### src/ssig_pkg.sv
// Shared types, constants and helpers for the strided slice index generator.
// No dependencies; every other file imports this package.
`default_nettype none

package ssig_pkg;

  localparam int unsigned IDX_W  = 32;
  localparam int unsigned LANE_W = 16;
  localparam int unsigned LANES  = 4;
  localparam int unsigned CFG_W  = 64;
  localparam int unsigned ADDR_W = 6;
  localparam int unsigned RANK_W = 3;

  localparam logic [CFG_W-1:0] LANE_ONES = 64'h0001_0001_0001_0001;

  typedef logic [IDX_W-1:0]  idx_t;
  typedef logic [LANE_W-1:0] lane_t;
  typedef logic [CFG_W-1:0]  cfg_word_t;

  typedef enum logic [2:0] {
    REG_RANK       = 3'd0,
    REG_BEGIN      = 3'd1,
    REG_STEP       = 3'd2,
    REG_IN_STRIDE  = 3'd3,
    REG_OUT_STRIDE = 3'd4
  } cfg_reg_t;

  // 16-bit lane d of a packed configuration word, dimension 0 in the low bits
  function automatic lane_t lane_of(input cfg_word_t pv, input int unsigned d);
    return pv[(d % LANES)*LANE_W +: LANE_W];
  endfunction

endpackage

`default_nettype wire

### src/ssig_div_cell.sv
// One restoring-division step cell of the coordinate divider chain.
// Depends on ssig_pkg.
`default_nettype none

module ssig_div_cell
  import ssig_pkg::*;
#(
  parameter int unsigned QW = 32
) (
  input  wire logic          clk,
  input  wire logic          rst_n,
  input  wire logic          en,
  input  wire logic          in_valid,
  input  wire idx_t          in_x,
  input  wire idx_t          in_p,
  input  wire logic [QW-1:0] in_q,
  input  wire lane_t         divisor,
  output logic               out_valid,
  output idx_t               out_x,
  output idx_t               out_p,
  output logic [QW-1:0]      out_q
);

  logic          valid_r;
  idx_t          x_r;
  idx_t          p_r;
  logic [QW-1:0] q_r;

  idx_t p_sh;
  logic take;
  idx_t x_nxt;
  idx_t p_nxt;

  // A zero divisor never subtracts: quotient comes out 0 and the partial
  // remainder collects the whole dividend, so the value passes on untouched.
  always_comb begin
    p_sh  = {in_p[IDX_W-2:0], in_x[IDX_W-1]};
    take  = (divisor != '0) && (p_sh >= IDX_W'(divisor));
    x_nxt = {in_x[IDX_W-2:0], take};
    p_nxt = take ? (p_sh - IDX_W'(divisor)) : p_sh;
  end

  always_ff @(posedge clk) begin
    if (!rst_n) begin
      valid_r <= 1'b0;
    end else if (en) begin
      valid_r <= in_valid;
    end
  end

  always_ff @(posedge clk) begin
    if (en) begin
      x_r <= x_nxt;
      p_r <= p_nxt;
      q_r <= in_q;
    end
  end

  assign out_valid = valid_r;
  assign out_x     = x_r;
  assign out_p     = p_r;
  assign out_q     = q_r;

endmodule

`default_nettype wire

### config.mk
export PLATFORM = sky130hd
export DESIGN_NAME = ssig_div_cell
export DESIGN_NICKNAME = d
export VERILOG_FILES = /design/src/ssig_pkg.sv /design/src/ssig_div_cell.sv
export SDC_FILE = /design/constraint.sdc
export NUM_CORES = 1
export LEC_CHECK = 0
export BUFFER_PORTS_ARGS = -buffer_cell sky130_fd_sc_hd__buf_2
export CAP_MARGIN = 20
export CORE_AREA = 2 2 117 119
export DETAILED_ROUTE_END_ITERATION = 12
export DIE_AREA = 0 0 119 121
export SLEW_MARGIN = 20
export SYNTH_ARGS = -nofsm -noshare
export SYNTH_HDL_FRONTEND = slang
export SYNTH_SLANG_ARGS = --single-unit
### constraint.sdc
create_clock -name clk -period 3.7 [get_ports clk]
set_input_delay 1.11 -clock clk [delete_from_list [all_inputs] [get_ports clk]]
set_output_delay 1.11 -clock clk [all_outputs]
set_load 0.01 [all_outputs]
==> results.json <==
{
  "cts_tree": "yes",
  "hp-start": "out_valid$_SDFFE_PN0P_",
  "io_pins": 213,
  "synth_warnings": 0,
  "clk_latency_ps": 330,
  "dpl_cell_area_sq_mm": 0.00609,
  "worst-r2r-setup-slack_ps": 3110,
  "utilization_pct": 48.9,
  "path_cells": "buf_2 > inv_1 > ha_1 > fa_1 > nor2b_1 > o2111ai_1 > a31o_2 > a211oi_2 > o41ai_4 > buf_12 > nor4_1 > xor2_1",
  "crit_type": "input pin to flop",
  "arrival_ps": 3580,
  "clock_path_buffers": 2,
  "synth_flop_cell": "edfxtp_1",
  "final_nets": 723,
  "worst_pin_slew_ps": 509,
  "layout.cells.non_filler": 771,
  "finalInstanceArea_sq_mm": 0.00640,
  "synth_top_area_share_pct": 64.4,
  "synthesis.area_sq_mm": 0.00448,
  "cpMaxStageDelayCell": "fa_1",
  "grt_overflow_total": 0,
  "grt_usage_pct": 16.7,
  "core-area_sq_mm": 0.0131,
  "die_y_um": 121,
  "hpwl_mm": 9.58,
  "max_slew_margin_pct": 66.1,
  "drc": 0,
  "hp-class": "flop to flop",
  "area_delta_synth_final_pct": 42.9,
  "whs_ps": 525,
  "drive_gt1_share_pct": 50.1,
  "synthTopCellsByCount": "edfxtp_1 (96), nand2_1 (30), xor2_1 (22), inv_1 (21), ha_1 (16)",
  "cts_inserted_buffers": 9,
  "synth.largest_area_cell": "edfxtp_1",
  "syn_avg_cell_area_sq_um": 13.7,
  "die_x_um": 119,
  "hold_viol": 0,
  "clk_pin_slew_worst_paths_ps": 80,
  "period_needed_ps": 3500,
  "power_density_mw_per_mm2": 431,
  "viasPerCell": 4.63,
  "worstHoldEndpoint": "out_valid$_SDFFE_PN0P_",
  "dr.pass1.iters": 5,
  "rsz0062_at_grt": "no",
  "htree_levels": 3,
  "antenna_found_initial": 0,
  "hold_buffers": 0,
  "reg2regPathDepth": 2,
  "clock-sinks": 97,
  "gp_congestion": 0.883,
  "timing.final.max_slew_violations": 0,
  "r2r_end": "out_valid$_SDFFE_PN0P_",
  "peakVddDrop_mv": 0.201,
  "synthArstFlopShare_pct": 0,
  "dp_cells": 754,
  "synthTopCellsByArea": "edfxtp_1 (64%), ha_1 (4.5%), xor2_1 (4.3%), o21ai_2 (2.5%), nand2_1 (2.5%)",
  "worstSetupStartpointType": "input pin",
  "grt_pass1_vias": 3510,
  "synth.most_common_cell": "edfxtp_1",
  "avgRoutedWirePerCell_um": 15.5,
  "critPathTopFamily": "compound AO/OA/AOI/OAI gates",
  "p_leak_nw": 2.85,
  "r2r_start": "out_valid$_SDFFE_PN0P_",
  "grt_pass1_wl_mm": 18.3,
  "cts_root_buffer": "clkbuf_16",
  "final.setup.tns_ps": 0,
  "port_buffers": 211,
  "drtIter0Drc": 219,
  "min_path_cells": 2,
  "via_count": 3571,
  "fmax_mhz": 286,
  "start_util_pct": 34.2,
  "synth-seq-cells": 97,
  "fp-row-count": 42,
  "final_antenna_net_count": 0,
  "dieArea_sq_mm": 0.0144,
  "seq_area_frac_synth_pct": 64.8,
  "drv_cap": 0,
  "worstPathRequired_ps": 3780,
  "cpPeakStageDelay_ps": 400,
  "cp_num_buf_inv": 3,
  "min_period_over_period_pct": 94.6,
  "postSynthCellCount": 327,
  "wirelength_mm": 12.0,
  "setup_viol": 0,
  "syn_nets": 460,
  "skew_ps": 0,
  "grt_max_degree": 63,
  "synth_cell_types": 47,
  "n_antenna_cell": 0,
  "synth_edf_count": 96,
  "cp-end-kind": "flop",
  "cp_max_fo": 16,
  "outcome": "finished clean"
}
==> cells by family (layout without fill, tap and decap cells) <==
kind of cell,Yosys count,after routing,synth area share (%)
buffers and inverters,30,298,3.35
and+or+nand+nor,97,97,11.3
muxes,1,1,0.224
adders and majority gates,17,17,4.92
AOI/OAI and AO/OA,57,57,9.84
xor gates and xnor gates,28,28,5.48
DFF,97,97,64.8
==> power by group <==
group	internal [mW]	leakage (nW)	switching (mW)	total, mW
logic	0.239	1.77	0.277	0.516
clock network	0.466	0.125	0.426	0.892
registers	1.33	0.948	0.0232	1.35
==> routing by layer <==
| layer | up-vias | track usage, % | share of wire (%) |
|---|---|---|---|
| li1 | 1776 | - | - |
| met1 | 1652 | 20.2 | 42 |
| met2 | 139 | 29.0 | 51 |
| met3 | 4 | 3.85 | 6.5 |
| met4 | 0 | 6.10 | 0.64 |
| met5 | - | 0 | 0 |
==> worst reg2reg max path: cells and delay by family, from the launching register on <==
family        cells  cell delay (ps)
mux               1              120
flops             1              310
simple gates      1               60
==> worst max-delay path by stage <==
stage | endpoint | cells after the start | slack, ps | startpoint
floorplan | out_p[24]$_DFFE_PP_ | 11 | 50 | in_x[31]
global placement | out_p[12]$_DFFE_PP_ | 13 | -340 | in_x[31]
detailed placement | out_p[12]$_DFFE_PP_ | 13 | -400 | in_x[31]
CTS | out_p[14]$_DFFE_PP_ | 8 | 80 | in_p[23]
finish | out_p[27]$_DFFE_PP_ | 12 | 200 | in_x[31]
global route | out_p[18]$_DFFE_PP_ | 12 | 60 | in_x[31]
==> layout make-up <==
| cell class | count | area, sq um |
|---|---|---|
| Fill cell | 1201 | 6690 |
| Sequential cell | 97 | 2900 |
| Timing Repair Buffer | 261 | 1480 |
| Multi-Input combinational cell | 200 | 1430 |
| Clock buffer | 10 | 229 |
| Tap cell | 176 | 220 |
| Inverter | 21 | 78.8 |
| Clock inverter | 6 | 52.6 |
==> placed cells by master, fill, tap and decap left out, types with 2 or more instances in the layout <==
master / count
nand2_1: 30
nand3_1: 5
clkinvlp_4: 4
inv_1: 21
nor3_1: 11
xor2_1: 22
buf_12: 4
nor4b_1: 4
nor4_1: 12
or3_1: 2
nor2_1: 13
a41oi_1: 2
a21o_1: 5
ha_1: 16
o21ai_0: 6
o22ai_1: 2
o21ai_2: 13
edfxtp_1: 96
xnor2_1: 6
nand2b_1: 4
inv_8: 2
buf_4: 47
nor2b_1: 3
o2111ai_1: 2
or2_2: 2
o21a_1: 5
clkbuf_16: 9
nand4_1: 5
or3_4: 2
a21oi_1: 8
a31oi_1: 2
buf_2: 210
==> state kept, by name (all words and copies together) (netlist names) <==
signal,count
out_p,32
out_q,32
out_x,32
out_valid,1
==> metrics by stage <==
step | power [mW] | setup WS [ps]
finish | 2.76 | 201
CTS | 2.79 | 76.9
global placement | 1.89 | -340
global route | 2.89 | 59.7
detailed placement | 1.90 | -399
floorplan | 1.61 | 45.9
==> timing repair <==
| action | 4_1_cts | 5_1_grt |
|---|---|---|
| pin swaps | 0 | 1 |
| resized for setup | 1 | 0 |
| setup endpoints to repair | 4 | 15 |
| buffers inserted | 0 | 1 |
No activity file was read; power rests on OpenSTA's default activity.
